File: config.mk
export PLATFORM = sky130hd
export DESIGN_NAME = chunk_receive_tracker_nack_unit
export DESIGN_NICKNAME = d
export VERILOG_FILES = /design/src/hw/rtl/crt_pkg.sv /design/src/hw/rtl/chunk_receive_tracker_nack_unit.sv /design/src/hw/rtl/crt_ram.sv /design/src/hw/rtl/crt_div.sv /design/src/hw/rtl/crt_dp.sv /design/src/hw/rtl/crt_ctrl.sv
export SDC_FILE = /design/constraint.sdc
export NUM_CORES = 2
export LEC_CHECK = 0
export BUFFER_PORTS_ARGS = -buffer_cell sky130_fd_sc_hd__buf_2
export CORE_MARGIN = 2
export CORE_UTILIZATION = 33
export CTS_CLUSTER_DIAMETER = 50
export CTS_CLUSTER_SIZE = 8
export DETAILED_ROUTE_END_ITERATION = 12
export MAX_ROUTING_LAYER = met4
export PLACE_DENSITY = 0.51
export RECOVER_POWER = 100
export SYNTH_ARGS = -nofsm -noshare
export SYNTH_HDL_FRONTEND = slang
export SYNTH_HIERARCHICAL = 1
export SYNTH_SLANG_ARGS = --single-unit
File: constraint.sdc
create_clock -name clk -period 53.1 [get_ports clk]
set_clock_uncertainty 0.2 [all_clocks]
set_input_delay 2.655 -clock clk [delete_from_list [all_inputs] [get_ports clk]]
set_output_delay 2.655 -clock clk [all_outputs]
set_load 0.01 [all_outputs]
File: src/hw/rtl/crt_pkg.sv
// shared types and constants of the chunk receive tracker
`timescale 1ns / 1ps
package crt_pkg;

	localparam int MAX_CHUNKS_DEF  = 1024;
	localparam int MAX_REQUEST_DEF = 16;
	localparam int RESULT_CAP      = 16;

	localparam int MODE_W = 2;
	localparam int IDX_W  = 10;
	localparam int LEN_W  = 26;
	localparam int CB_W   = 16;
	localparam int LAT_W  = 16;
	localparam int KIND_W = 3;
	localparam int TIME_W = 32;
	localparam int DIV_W  = LEN_W + 1;

	localparam logic [MODE_W-1:0] MODE_TICK  = 2'd0;
	localparam logic [MODE_W-1:0] MODE_HS    = 2'd1;
	localparam logic [MODE_W-1:0] MODE_CHUNK = 2'd2;

	localparam logic [KIND_W-1:0] KIND_HS_OK    = 3'd0;
	localparam logic [KIND_W-1:0] KIND_REQUEST  = 3'd1;
	localparam logic [KIND_W-1:0] KIND_FINAL    = 3'd2;
	localparam logic [KIND_W-1:0] KIND_FINISHED = 3'd3;
	localparam logic [KIND_W-1:0] KIND_REJECT   = 3'd4;

	localparam logic [LAT_W-1:0] LAT_RESET = 16'd10;

	typedef struct packed {
		logic              load;
		logic              div_start;
		logic              set_rej;
		logic              open_sess;
		logic              clr_step;
		logic              wr_chunk;
		logic              rd_prefix;
		logic              adv_prefix;
		logic              tick_eval;
		logic              emit;
		logic [KIND_W-1:0] emit_kind;
		logic              set_final_time;
		logic              close_sess;
		logic              scan_init;
		logic              rd_scan;
		logic              scan_next;
		logic              scan_hit;
		logic              set_heard_later;
		logic              flush;
	} crt_cmd_t;

	typedef struct packed {
		logic [MODE_W-1:0] mode;
		logic              cb_zero;
		logic              div_done;
		logic              div_over;
		logic              rej;
		logic              clr_last;
		logic              chunk_ok;
		logic              prefix_lt;
		logic              rdata;
		logic              final_f;
		logic              finish_f;
		logic              req_f;
		logic              scan_more;
		logic              listed_nz;
		logic              can_emit;
		logic              pend_v;
		logic              out_busy;
	} crt_sts_t;

endpackage

File: src/hw/rtl/chunk_receive_tracker_nack_unit.sv
// top level of the chunk receive tracker with missing-chunk requests
// one transaction at a time; in_ready is high only while the controller is idle
// chunk: ignored when outside the open session, else marked in the bitmap ram and followed by a prefix walk
// tick: evaluates the final, finished and request conditions; builds a request list by scanning bitmap entries
// handshake: a division, then a clearing sweep of all MAX_CHUNKS bitmap entries; a reject cuts this short
// reset: asynchronous, session closed, time and marks zero, latency LAT_RESET; results wait for out
`timescale 1ns / 1ps
module chunk_receive_tracker_nack_unit #(
	parameter int MAX_CHUNKS  = crt_pkg::MAX_CHUNKS_DEF,
	parameter int MAX_REQUEST = crt_pkg::MAX_REQUEST_DEF
) (
	input  logic                       clk,
	input  logic                       arst_n,
	input  logic                       in_valid,
	output logic                       in_ready,
	input  logic [crt_pkg::MODE_W-1:0] mode,
	input  logic [crt_pkg::IDX_W-1:0]  chunk_number,
	input  logic [crt_pkg::LEN_W-1:0]  total_length,
	input  logic [crt_pkg::CB_W-1:0]   chunk_bytes,
	input  logic                       cfg_valid,
	output logic                       cfg_ready,
	input  logic [crt_pkg::LAT_W-1:0]  cfg_data,
	output logic                       out_valid,
	input  logic                       out_ready,
	output logic [crt_pkg::KIND_W-1:0] kind,
	output logic [crt_pkg::IDX_W-1:0]  missing_index,
	output logic                       last_of_run
);
	import crt_pkg::*;

	crt_cmd_t cmd;
	crt_sts_t sts;

	assign cfg_ready = 1'b1;

	crt_ctrl u_ctrl (
		.clk      (clk),
		.arst_n   (arst_n),
		.in_valid (in_valid),
		.in_ready (in_ready),
		.sts      (sts),
		.cmd      (cmd)
	);

	crt_dp #(.MAX_CHUNKS(MAX_CHUNKS), .MAX_REQUEST(MAX_REQUEST)) u_dp (
		.clk           (clk),
		.arst_n        (arst_n),
		.cmd           (cmd),
		.sts           (sts),
		.mode          (mode),
		.chunk_number  (chunk_number),
		.total_length  (total_length),
		.chunk_bytes   (chunk_bytes),
		.cfg_we        (cfg_valid & cfg_ready),
		.cfg_data      (cfg_data),
		.out_valid     (out_valid),
		.out_ready     (out_ready),
		.kind          (kind),
		.missing_index (missing_index),
		.last_of_run   (last_of_run)
	);

	// an accepted transaction always takes the controller out of idle
	a_busy_after_accept: assert property (@(posedge clk) disable iff (!arst_n)
		in_valid && in_ready |=> !in_ready)
		else $error("input accepted twice in a row");

	// single-result transactions always close their run
	a_single_last: assert property (@(posedge clk) disable iff (!arst_n)
		out_valid && (kind == KIND_HS_OK || kind == KIND_REJECT || kind == KIND_FINISHED)
		|-> last_of_run)
		else $error("single result without last_of_run");

	// only request entries carry an index
	a_index_zero: assert property (@(posedge clk) disable iff (!arst_n)
		out_valid && kind != KIND_REQUEST |-> missing_index == '0)
		else $error("index on a non-request result");

	// a taken last request entry is not followed by a non-last request entry with the same index
	a_no_result_idle_start: assert property (@(posedge clk) disable iff (!arst_n)
		out_valid && out_ready && kind == KIND_REQUEST && last_of_run |=> !(out_valid && kind == KIND_REQUEST && !last_of_run && $stable(missing_index)))
		else $error("request list repeated an entry");
endmodule

File: src/hw/rtl/crt_ram.sv
// generic single-write, single-read ram with registered read
`timescale 1ns / 1ps
module crt_ram #(
	parameter int WIDTH = 1,
	parameter int DEPTH = 1024,
	localparam int AW = (DEPTH > 1) ? $clog2(DEPTH) : 1
) (
	input  logic             clk,
	input  logic             we,
	input  logic [AW-1:0]    waddr,
	input  logic [WIDTH-1:0] wdata,
	input  logic             re,
	input  logic [AW-1:0]    raddr,
	output logic [WIDTH-1:0] rdata
);
	logic [WIDTH-1:0] mem_q [DEPTH];
	logic [WIDTH-1:0] rdata_q;

	always_ff @(posedge clk) begin
		if (we) begin
			mem_q[waddr] <= wdata;
		end
		if (re) begin
			rdata_q <= mem_q[raddr];
		end
	end

	assign rdata = rdata_q;
endmodule

File: src/hw/rtl/crt_div.sv
// restoring divider, one quotient bit per cycle
`timescale 1ns / 1ps
module crt_div (
	input  logic                      clk,
	input  logic                      arst_n,
	input  logic                      start,
	input  logic [crt_pkg::DIV_W-1:0] num,
	input  logic [crt_pkg::CB_W-1:0]  den,
	output logic                      done,
	output logic [crt_pkg::DIV_W-1:0] quo
);
	import crt_pkg::*;

	localparam int CNT_W = $clog2(DIV_W);

	logic [CB_W-1:0]  rem_q;
	logic [DIV_W-1:0] quo_q;
	logic [CNT_W-1:0] cnt_q;
	logic             busy_q;
	logic             done_q;
	logic [CB_W:0]    sh;
	logic             ge;

	assign sh = {rem_q, quo_q[DIV_W-1]};
	assign ge = sh >= {1'b0, den};

	always_ff @(posedge clk or negedge arst_n) begin
		if (!arst_n) begin
			busy_q <= 1'b0;
			done_q <= 1'b0;
			cnt_q  <= '0;
		end else begin
			done_q <= 1'b0;
			if (start) begin
				busy_q <= 1'b1;
				cnt_q  <= CNT_W'(DIV_W - 1);
			end else if (busy_q) begin
				cnt_q <= cnt_q - 1'b1;
				if (cnt_q == '0) begin
					busy_q <= 1'b0;
					done_q <= 1'b1;
				end
			end
		end
	end

	always_ff @(posedge clk) begin
		if (start) begin
			rem_q <= '0;
			quo_q <= num;
		end else if (busy_q) begin
			rem_q <= ge ? CB_W'(sh - {1'b0, den}) : CB_W'(sh);
			quo_q <= {quo_q[DIV_W-2:0], ge};
		end
	end

	assign done = done_q;
	assign quo  = quo_q;
endmodule

File: src/hw/rtl/crt_dp.sv
// datapath: session registers, timers, bitmap ram, divider and result buffer
`timescale 1ns / 1ps
module crt_dp #(
	parameter int MAX_CHUNKS  = crt_pkg::MAX_CHUNKS_DEF,
	parameter int MAX_REQUEST = crt_pkg::MAX_REQUEST_DEF
) (
	input  logic                       clk,
	input  logic                       arst_n,
	input  crt_pkg::crt_cmd_t          cmd,
	output crt_pkg::crt_sts_t          sts,
	input  logic [crt_pkg::MODE_W-1:0] mode,
	input  logic [crt_pkg::IDX_W-1:0]  chunk_number,
	input  logic [crt_pkg::LEN_W-1:0]  total_length,
	input  logic [crt_pkg::CB_W-1:0]   chunk_bytes,
	input  logic                       cfg_we,
	input  logic [crt_pkg::LAT_W-1:0]  cfg_data,
	output logic                       out_valid,
	input  logic                       out_ready,
	output logic [crt_pkg::KIND_W-1:0] kind,
	output logic [crt_pkg::IDX_W-1:0]  missing_index,
	output logic                       last_of_run
);
	import crt_pkg::*;

	localparam int AW    = (MAX_CHUNKS > 1) ? $clog2(MAX_CHUNKS) : 1;
	localparam int CW    = $clog2(MAX_CHUNKS + 1);
	localparam int XW    = (CW > IDX_W) ? CW : IDX_W;
	localparam int CAP   = (MAX_REQUEST < RESULT_CAP) ? MAX_REQUEST : RESULT_CAP;
	localparam int LCW   = $clog2(CAP + 1);
	localparam int L2_W  = LAT_W + 1;
	localparam int L4_W  = LAT_W + 2;
	localparam int L100_W = LAT_W + 7;

	// input item
	logic [MODE_W-1:0] mode_q;
	logic [IDX_W-1:0]  idx_q;
	logic [LEN_W-1:0]  len_q;
	logic [CB_W-1:0]   cb_q;

	// latency multiples, formed when the register is written
	logic [L2_W-1:0]   lat2_q;
	logic [L4_W-1:0]   lat4_q;
	logic [L100_W-1:0] lat100_q;

	logic [TIME_W-1:0] time_q, lfinal_q, lheard_q, dtime_q;
	logic              dvalid_q, open_q, rej_q;
	logic [CW-1:0]     total_q, prefix_q, i_q;
	logic [LCW-1:0]    listed_q;
	logic              final_f_q, finish_f_q, req_f_q;

	logic              pend_v_q;
	logic [KIND_W-1:0] pend_kind_q;
	logic [IDX_W-1:0]  pend_idx_q;
	logic              out_v_q;
	logic [KIND_W-1:0] out_kind_q;
	logic [IDX_W-1:0]  out_idx_q;
	logic              out_last_q;

	logic [DIV_W-1:0]  div_num, quo;
	logic              div_done;
	logic              all_in, final_c, finish_c, req_c;
	logic              can_emit, move_out;
	logic              ram_we, ram_wdata, ram_re, ram_rdata;
	logic [AW-1:0]     ram_waddr, ram_raddr;

	assign div_num = {1'b0, len_q} + DIV_W'(cb_q) - DIV_W'(1);

	crt_div u_div (
		.clk    (clk),
		.arst_n (arst_n),
		.start  (cmd.div_start),
		.num    (div_num),
		.den    (cb_q),
		.done   (div_done),
		.quo    (quo)
	);

	assign ram_we    = cmd.wr_chunk | cmd.clr_step;
	assign ram_wdata = cmd.wr_chunk;
	assign ram_waddr = cmd.wr_chunk ? AW'(idx_q) : AW'(i_q);
	assign ram_re    = cmd.rd_prefix | cmd.rd_scan;
	assign ram_raddr = cmd.rd_scan ? AW'(i_q) : AW'(prefix_q);

	crt_ram #(.WIDTH(1), .DEPTH(MAX_CHUNKS)) u_map (
		.clk   (clk),
		.we    (ram_we),
		.waddr (ram_waddr),
		.wdata (ram_wdata),
		.re    (ram_re),
		.raddr (ram_raddr),
		.rdata (ram_rdata)
	);

	assign all_in   = prefix_q == total_q;
	assign final_c  = open_q && all_in && ((time_q - lfinal_q) > TIME_W'(lat4_q));
	assign finish_c = open_q && dvalid_q && ((time_q - dtime_q) > TIME_W'(lat100_q));
	// silence measured as a signed difference so a future mark reads as negative
	assign req_c    = open_q && !finish_c &&
		($signed(time_q - lheard_q) > $signed(TIME_W'(lat100_q)));

	assign can_emit = !pend_v_q || !out_v_q;
	assign move_out = (cmd.emit && pend_v_q) || cmd.flush;

	always_ff @(posedge clk) begin
		if (cmd.load) begin
			mode_q <= mode;
			idx_q  <= chunk_number;
			len_q  <= total_length;
			cb_q   <= chunk_bytes;
		end
	end

	always_ff @(posedge clk or negedge arst_n) begin
		if (!arst_n) begin
			lat2_q   <= L2_W'({LAT_RESET, 1'b0});
			lat4_q   <= L4_W'({LAT_RESET, 2'b0});
			lat100_q <= L100_W'(LAT_RESET) * L100_W'(100);
		end else if (cfg_we) begin
			lat2_q   <= {cfg_data, 1'b0};
			lat4_q   <= {cfg_data, 2'b0};
			lat100_q <= L100_W'(cfg_data) * L100_W'(100);
		end
	end

	always_ff @(posedge clk or negedge arst_n) begin
		if (!arst_n) begin
			time_q     <= '0;
			lfinal_q   <= '0;
			lheard_q   <= '0;
			dtime_q    <= '0;
			dvalid_q   <= 1'b0;
			open_q     <= 1'b0;
			rej_q      <= 1'b0;
			total_q    <= '0;
			prefix_q   <= '0;
			i_q        <= '0;
			listed_q   <= '0;
			final_f_q  <= 1'b0;
			finish_f_q <= 1'b0;
			req_f_q    <= 1'b0;
		end else begin
			if (cmd.load) begin
				rej_q <= 1'b0;
				if (mode == MODE_TICK) begin
					time_q <= time_q + 1'b1;
				end else if (mode == MODE_HS || mode == MODE_CHUNK) begin
					lheard_q <= time_q;
				end
			end
			if (cmd.set_rej) begin
				rej_q <= 1'b1;
			end
			if (cmd.open_sess) begin
				total_q  <= CW'(quo);
				prefix_q <= '0;
				open_q   <= 1'b1;
				dvalid_q <= 1'b0;
				i_q      <= '0;
			end
			if (cmd.clr_step || cmd.scan_next) begin
				i_q <= i_q + 1'b1;
			end
			if (cmd.adv_prefix) begin
				prefix_q <= prefix_q + 1'b1;
			end
			if (cmd.tick_eval) begin
				final_f_q  <= final_c;
				finish_f_q <= finish_c;
				req_f_q    <= req_c;
				if (open_q && all_in && !dvalid_q) begin
					dvalid_q <= 1'b1;
					dtime_q  <= time_q;
				end
			end
			if (cmd.set_final_time) begin
				lfinal_q <= time_q;
			end
			if (cmd.close_sess) begin
				open_q <= 1'b0;
			end
			if (cmd.scan_init) begin
				i_q      <= prefix_q;
				listed_q <= '0;
			end
			if (cmd.scan_hit) begin
				listed_q <= listed_q + 1'b1;
			end
			if (cmd.set_heard_later) begin
				lheard_q <= time_q + TIME_W'(lat2_q);
			end
		end
	end

	// one result waits in a pending slot until we know whether it closes the run
	always_ff @(posedge clk or negedge arst_n) begin
		if (!arst_n) begin
			pend_v_q <= 1'b0;
			out_v_q  <= 1'b0;
		end else begin
			if (cmd.emit) begin
				pend_v_q <= 1'b1;
			end else if (cmd.flush) begin
				pend_v_q <= 1'b0;
			end
			if (move_out) begin
				out_v_q <= 1'b1;
			end else if (out_ready) begin
				out_v_q <= 1'b0;
			end
		end
	end

	always_ff @(posedge clk) begin
		if (cmd.emit) begin
			pend_kind_q <= cmd.emit_kind;
			pend_idx_q  <= (cmd.emit_kind == KIND_REQUEST) ? IDX_W'(i_q) : '0;
		end
		if (move_out) begin
			out_kind_q <= pend_kind_q;
			out_idx_q  <= pend_idx_q;
			out_last_q <= cmd.flush;
		end
	end

	assign out_valid     = out_v_q;
	assign kind          = out_kind_q;
	assign missing_index = out_idx_q;
	assign last_of_run   = out_last_q;

	assign sts.mode      = mode_q;
	assign sts.cb_zero   = cb_q == '0;
	assign sts.div_done  = div_done;
	assign sts.div_over  = quo > DIV_W'(MAX_CHUNKS);
	assign sts.rej       = rej_q;
	assign sts.clr_last  = i_q == CW'(MAX_CHUNKS - 1);
	assign sts.chunk_ok  = open_q && (XW'(idx_q) < XW'(total_q));
	assign sts.prefix_lt = prefix_q < total_q;
	assign sts.rdata     = ram_rdata;
	assign sts.final_f   = final_f_q;
	assign sts.finish_f  = finish_f_q;
	assign sts.req_f     = req_f_q;
	assign sts.scan_more = (i_q < total_q) && (listed_q < LCW'(CAP));
	assign sts.listed_nz = listed_q != '0;
	assign sts.can_emit  = can_emit;
	assign sts.pend_v    = pend_v_q;
	assign sts.out_busy  = out_v_q;
endmodule

File: src/hw/rtl/crt_ctrl.sv
// controller state machine sequencing handshake, chunk and tick transactions
`timescale 1ns / 1ps
module crt_ctrl (
	input  logic              clk,
	input  logic              arst_n,
	input  logic              in_valid,
	output logic              in_ready,
	input  crt_pkg::crt_sts_t sts,
	output crt_pkg::crt_cmd_t cmd
);
	import crt_pkg::*;

	typedef enum logic [14:0] {
		S_IDLE       = 15'b000000000000001,
		S_DISP       = 15'b000000000000010,
		S_HS         = 15'b000000000000100,
		S_DIV        = 15'b000000000001000,
		S_CLR        = 15'b000000000010000,
		S_HS_EMIT    = 15'b000000000100000,
		S_CHUNK      = 15'b000000001000000,
		S_WALK_RD    = 15'b000000010000000,
		S_WALK_CHK   = 15'b000000100000000,
		S_TICK_EVAL  = 15'b000001000000000,
		S_TICK_FINAL = 15'b000010000000000,
		S_TICK_FIN   = 15'b000100000000000,
		S_SCAN_RD    = 15'b001000000000000,
		S_SCAN_CHK   = 15'b010000000000000,
		S_FLUSH      = 15'b100000000000000
	} crt_state_t;

	crt_state_t state_q, nxt;

	always_ff @(posedge clk or negedge arst_n) begin
		if (!arst_n) begin
			state_q <= S_IDLE;
		end else begin
			state_q <= nxt;
		end
	end

	always_comb begin
		cmd      = '0;
		nxt      = state_q;
		in_ready = 1'b0;
		unique case (state_q)
			S_IDLE: begin
				in_ready = 1'b1;
				if (in_valid) begin
					cmd.load = 1'b1;
					nxt      = S_DISP;
				end
			end
			S_DISP: begin
				case (sts.mode)
					MODE_TICK:  nxt = S_TICK_EVAL;
					MODE_HS:    nxt = S_HS;
					MODE_CHUNK: nxt = S_CHUNK;
					default:    nxt = S_FLUSH;
				endcase
			end
			S_HS: begin
				if (sts.cb_zero) begin
					cmd.set_rej = 1'b1;
					nxt         = S_HS_EMIT;
				end else begin
					cmd.div_start = 1'b1;
					nxt           = S_DIV;
				end
			end
			S_DIV: begin
				if (sts.div_done) begin
					if (sts.div_over) begin
						cmd.set_rej = 1'b1;
						nxt         = S_HS_EMIT;
					end else begin
						cmd.open_sess = 1'b1;
						nxt           = S_CLR;
					end
				end
			end
			S_CLR: begin
				cmd.clr_step = 1'b1;
				if (sts.clr_last) begin
					nxt = S_HS_EMIT;
				end
			end
			S_HS_EMIT: begin
				if (sts.can_emit) begin
					cmd.emit      = 1'b1;
					cmd.emit_kind = sts.rej ? KIND_REJECT : KIND_HS_OK;
					nxt           = S_FLUSH;
				end
			end
			S_CHUNK: begin
				if (sts.chunk_ok) begin
					cmd.wr_chunk = 1'b1;
					nxt          = S_WALK_RD;
				end else begin
					nxt = S_IDLE;
				end
			end
			S_WALK_RD: begin
				if (sts.prefix_lt) begin
					cmd.rd_prefix = 1'b1;
					nxt           = S_WALK_CHK;
				end else begin
					nxt = S_IDLE;
				end
			end
			S_WALK_CHK: begin
				if (sts.rdata) begin
					cmd.adv_prefix = 1'b1;
					nxt            = S_WALK_RD;
				end else begin
					nxt = S_IDLE;
				end
			end
			S_TICK_EVAL: begin
				cmd.tick_eval = 1'b1;
				nxt           = S_TICK_FINAL;
			end
			S_TICK_FINAL: begin
				if (!sts.final_f) begin
					nxt = S_TICK_FIN;
				end else if (sts.can_emit) begin
					cmd.emit           = 1'b1;
					cmd.emit_kind      = KIND_FINAL;
					cmd.set_final_time = 1'b1;
					nxt                = S_TICK_FIN;
				end
			end
			S_TICK_FIN: begin
				if (sts.finish_f) begin
					if (sts.can_emit) begin
						cmd.emit       = 1'b1;
						cmd.emit_kind  = KIND_FINISHED;
						cmd.close_sess = 1'b1;
						nxt            = S_FLUSH;
					end
				end else if (sts.req_f) begin
					cmd.scan_init = 1'b1;
					nxt           = S_SCAN_RD;
				end else begin
					nxt = S_FLUSH;
				end
			end
			S_SCAN_RD: begin
				if (sts.scan_more) begin
					cmd.rd_scan = 1'b1;
					nxt         = S_SCAN_CHK;
				end else begin
					cmd.set_heard_later = sts.listed_nz;
					nxt                 = S_FLUSH;
				end
			end
			S_SCAN_CHK: begin
				if (sts.rdata) begin
					cmd.scan_next = 1'b1;
					nxt           = S_SCAN_RD;
				end else if (sts.can_emit) begin
					cmd.emit      = 1'b1;
					cmd.emit_kind = KIND_REQUEST;
					cmd.scan_next = 1'b1;
					cmd.scan_hit  = 1'b1;
					nxt           = S_SCAN_RD;
				end
			end
			S_FLUSH: begin
				if (!sts.pend_v) begin
					nxt = S_IDLE;
				end else if (!sts.out_busy) begin
					cmd.flush = 1'b1;
					nxt       = S_IDLE;
				end
			end
			default: nxt = S_IDLE;
		endcase
	end
endmodule
==> impl_metrics.py <==
metrics = {
    "routing": {
        "route.detailed.vias_per_inst": 5.31,
        "antenna_viol_nets_final": 0,
        "drc_violation_count_after_routing": 0,
        "drt_first_pass_iters": 6,
        "via_count": 47700,
        "routed_wire_length_per_instance_um": 22.8,
        "finalWirelength_um": 205000,
        "initial_detailed_routing_violation_count": 4391,
    },
    "sta": {
        "finalHoldViolCount": 0,
        "final_period_minus_worst_setup_slack_ps": 19190,
        "grt_setup_unrepaired": "no",
        "fin_crit_sh": 0.361,
        "worst-slew-pin-transition_ps": 11000,
        "slew-limit-headroom": -6.33,
        "fmaxAchievable_mhz": 52.1,
        "final_max_slew_viol_count": 2639,
        "timing.final.setup_violations": 0,
        "timing.setup.tns_ps": 0,
    },
    "synth": {
        "mean_syn_cell_area_um2": 11.8,
        "synth_largest_area_cell": "sky130_fd_sc_hd__edfxtp_1",
        "synth_sequential_area_ratio": 0.562,
        "synth_flop_cell": "sky130_fd_sc_hd__edfxtp_1",
        "synth_fp_nets": 6453,
        "synth_area_leaders": "sky130_fd_sc_hd__edfxtp_1, sky130_fd_sc_hd__dfrtp_1, sky130_fd_sc_hd__nor2_1",
        "netlist_instances": 6047,
        "synth_area_mm2": 0.0713,
        "synth-edff-count": 1133,
        "yosysUniqueCellTypes": 115,
        "postSynthRegisterBits": 1379,
        "warnings_from_yosys": 6,
        "ys_async_sr_fraction": 0.167,
        "synth_top_area_frac": 0.477,
    },
    "final_layout": {
        "final_net_count": 6443,
        "mostFrequentLayoutCell": "sky130_fd_sc_hd__nor2_1",
        "commonest_cells_after_routing_fill_and_taps_aside": "sky130_fd_sc_hd__nor2_1, sky130_fd_sc_hd__edfxtp_1, sky130_fd_sc_hd__inv_1",
        "finalCoreUtilization": 0.373,
        "area.growth.synth_to_final_pct": 12.4,
        "layout-drive-gt1-share": 0.111,
    },
    "worst_setup_path": {
        "critical_path_type": "register to register",
        "r2r_slack_ps": 33910,
        "cp_data_required_time_ps": 52900,
        "critPathLaunchType": "register",
        "critical_path_peak_fanout": 120,
        "worstSetupEndpointType": "register",
        "critical_path_arrival_ps": 18990,
    },
    "grt": {
        "globalRouteOverflowTotal": 0,
        "global_route.usage.met3": 0.0267,
        "groute.layer.met2.usage": 0.303,
        "use_met1": 0.257,
        "grt_start_max_net_pins": 295,
        "antenna_found_initial": 5,
        "number_of_global_route_vias_before_repair": 47700,
        "grt_pass1_wl_um": 308000,
        "top_usage_layer_grt": "met2",
        "gr-usage-all-layers": 0.191,
    },
    "die": {
        "fp.dieH_um": 469,
        "die_width_um": 469,
        "floorplan.rows": 170,
        "ioPinCount": 92,
        "die_area_mm2": 0.220,
        "floorplan.core_area_mm2": 0.215,
        "start_util": 0.332,
    },
    "power_and_ir_drop": {
        "power_density_over_the_cells_mw_per_mm2": 38.0,
        "vdd_drop_max_v": 0.0000244,
        "design_power_total_mw": 3.04,
        "power_leakage_nw": 30.3,
    },
    "clock_tree": {
        "cts.htree.levels": 4,
        "clkSlewWorstSetupHoldPaths_ps": 50,
        "count_of_hold_buffers_inserted_by_post_cts_repair": 0,
        "cts.repair_timing.setup_buffer_count": 0,
        "clkSinkCount": 1379,
        "clock_tree.buffer_depth": 3,
        "tritoncts.num_buffers": 206,
        "tritoncts": "yes",
        "cts.repair.resized": 0,
        "clk_root_buffer_cell": "sky130_fd_sc_hd__clkbuf_16",
        "clock_insertion_delay_worst_skew_ps": 850,
    },
    "outcome": {
        "failed_checks": "max-capacitance violations, max-slew violations",
        "run_status": "finished with violations",
    },
    "place": {
        "placement.io_buffers": 90,
        "gpl.final_weighted_congestion": 0.834,
        "hpwlAfterDp_um": 120000,
    },
    "worst_hold_path": {
        "hold_class": "register to register",
    },
    "job": {
        "number_of_max_cap_violations": 51,
    },
}
==> synthesized netlist by cell type (all sizes together) (11+ instances only) <==
| cell | instances |
|---|---|
| nand2b | 46 |
| dfxtp | 16 |
| o21a | 45 |
| mux4 | 214 |
| o22ai | 33 |
| nor3 | 76 |
| o221ai | 54 |
| nand3 | 110 |
| dfrtp | 222 |
| xor2 | 65 |
| or3 | 12 |
| mux2 | 57 |
| mux2i | 156 |
| a21oi | 200 |
| nand4 | 48 |
| edfxtp | 1133 |
| inv | 348 |
| or2 | 15 |
| o21bai | 16 |
| buf | 141 |
| nor4 | 28 |
| a22oi | 24 |
| clkbuf | 251 |
| ha | 314 |
| xnor2 | 116 |
| a211oi | 37 |
| fa | 17 |
| nor3b | 13 |
| and2 | 34 |
| a2111oi | 11 |
| o211ai | 19 |
| o31ai | 18 |
| nand2 | 344 |
| o21ai | 241 |
| a31oi | 28 |
| and4 | 13 |
| nor2b | 43 |
| or4 | 13 |
| nor2 | 1201 |
| and3 | 39 |
| a21o | 100 |
==> logic make-up (layout without fill, tap and decap cells) <==
logic type | after synthesis | after routing | share of synthesized area
and+or+nand+nor | 2076 | 2076 | 0.129
xor gates and xnor gates | 181 | 181 | 0.0222
other | 1 | 5 | 0.0000526
adders and majority gates | 331 | 331 | 0.0599
buffers and inverters | 742 | 834 | 0.0445
muxes | 427 | 427 | 0.0992
DFF | 1379 | 1379 | 0.562
AOI/OAI and AO/OA | 910 | 910 | 0.0831
==> power by group <==
group	switching, mW	internal, mW
combinational	0.324	0.248
sequential	0.0320	1.21
clock	0.484	0.748
total	0.840	2.20
==> cell type report <==
type	instances	area [um2]
fill	21000	134000
sequential	1379	40100
multi-input combinational	3926	28100
clock buffer	273	5560
tap	2838	3550
inverter	350	1310
timing repair buffer	174	898
clock inverter	37	568
antenna	4	10.0
==> flip-flops by register name, indices dropped and copies added (netlist names), 21 cells and up <==
signal            count
u_dp/lat100_q        21
u_dp/dtime_q         32
u_dp/u_div/quo       27
u_dp/time_q          32
u_dp/u_map/mem_q   1024
u_dp/lheard_q        32
u_dp/lfinal_q        32
u_dp/len_q           26
==> worst paths after layout <==
kind,startpoint,to,cells after the start
hold / removal,u_dp/pend_idx_q[5]$_SDFFCE_PP0P_,u_dp/missing_index[5]$_DFFE_PP_,0
setup / recovery,u_dp/idx_q[1]$_DFFE_PP_,u_dp/u_map/mem_q[948]$_DFFE_PP_,18
min in group asynchronous,arst_n,u_dp/listed_q[0]$_DFFE_PN0P_,1
hold reg to reg,u_dp/pend_idx_q[5]$_SDFFCE_PP0P_,u_dp/missing_index[5]$_DFFE_PP_,0
max in group asynchronous,arst_n,u_dp/time_q[10]$_DFFE_PN0P_,2
setup reg to reg,u_dp/idx_q[1]$_DFFE_PP_,u_dp/u_map/mem_q[948]$_DFFE_PP_,18
==> critical path, cell delays in order (launching register included) <==
cell and delay, ps:
sky130_fd_sc_hd__edfxtp_1 420, sky130_fd_sc_hd__ha_1 310, sky130_fd_sc_hd__a21o_1 170, sky130_fd_sc_hd__a21o_1 170, sky130_fd_sc_hd__a21o_1 190, sky130_fd_sc_hd__a21o_1 190
sky130_fd_sc_hd__a21o_1 180, sky130_fd_sc_hd__a21o_1 190, sky130_fd_sc_hd__a21o_1 180, sky130_fd_sc_hd__a21o_1 180, sky130_fd_sc_hd__a21oi_1 150, sky130_fd_sc_hd__o21a_1 160
sky130_fd_sc_hd__nand2_1 60, sky130_fd_sc_hd__nor3_1 130, sky130_fd_sc_hd__clkbuf_1 2490, sky130_fd_sc_hd__clkbuf_1 3330, sky130_fd_sc_hd__clkbuf_1 3130, sky130_fd_sc_hd__clkbuf_1 2890
sky130_fd_sc_hd__clkbuf_1 3160
==> per-layer routing <==
layer	routed length, um	vias to the layer above
met3	9900	304
met4	4630	0
li1	-	21800
met2	97300	1169
met1	92900	24400
met5	0	-
==> through the flow <==
| stage | hold slack (ps) | std cells | instance area [um2] | worst slack (ps) |
|---|---|---|---|---|
| CTS | 221 | 8977 | 80600 | 44450 |
| floorplan | 200 | 6047 | 71300 | 4620 |
| global placement | 212 | 8667 | 74400 | 44610 |
| detailed placement | 205 | 8667 | 74400 | 44510 |
| finish | 225 | 8981 | 80100 | 33910 |
| global route | 223 | 8980 | 80100 | 32060 |
Note: power is estimated with default switching activity, not from simulation.
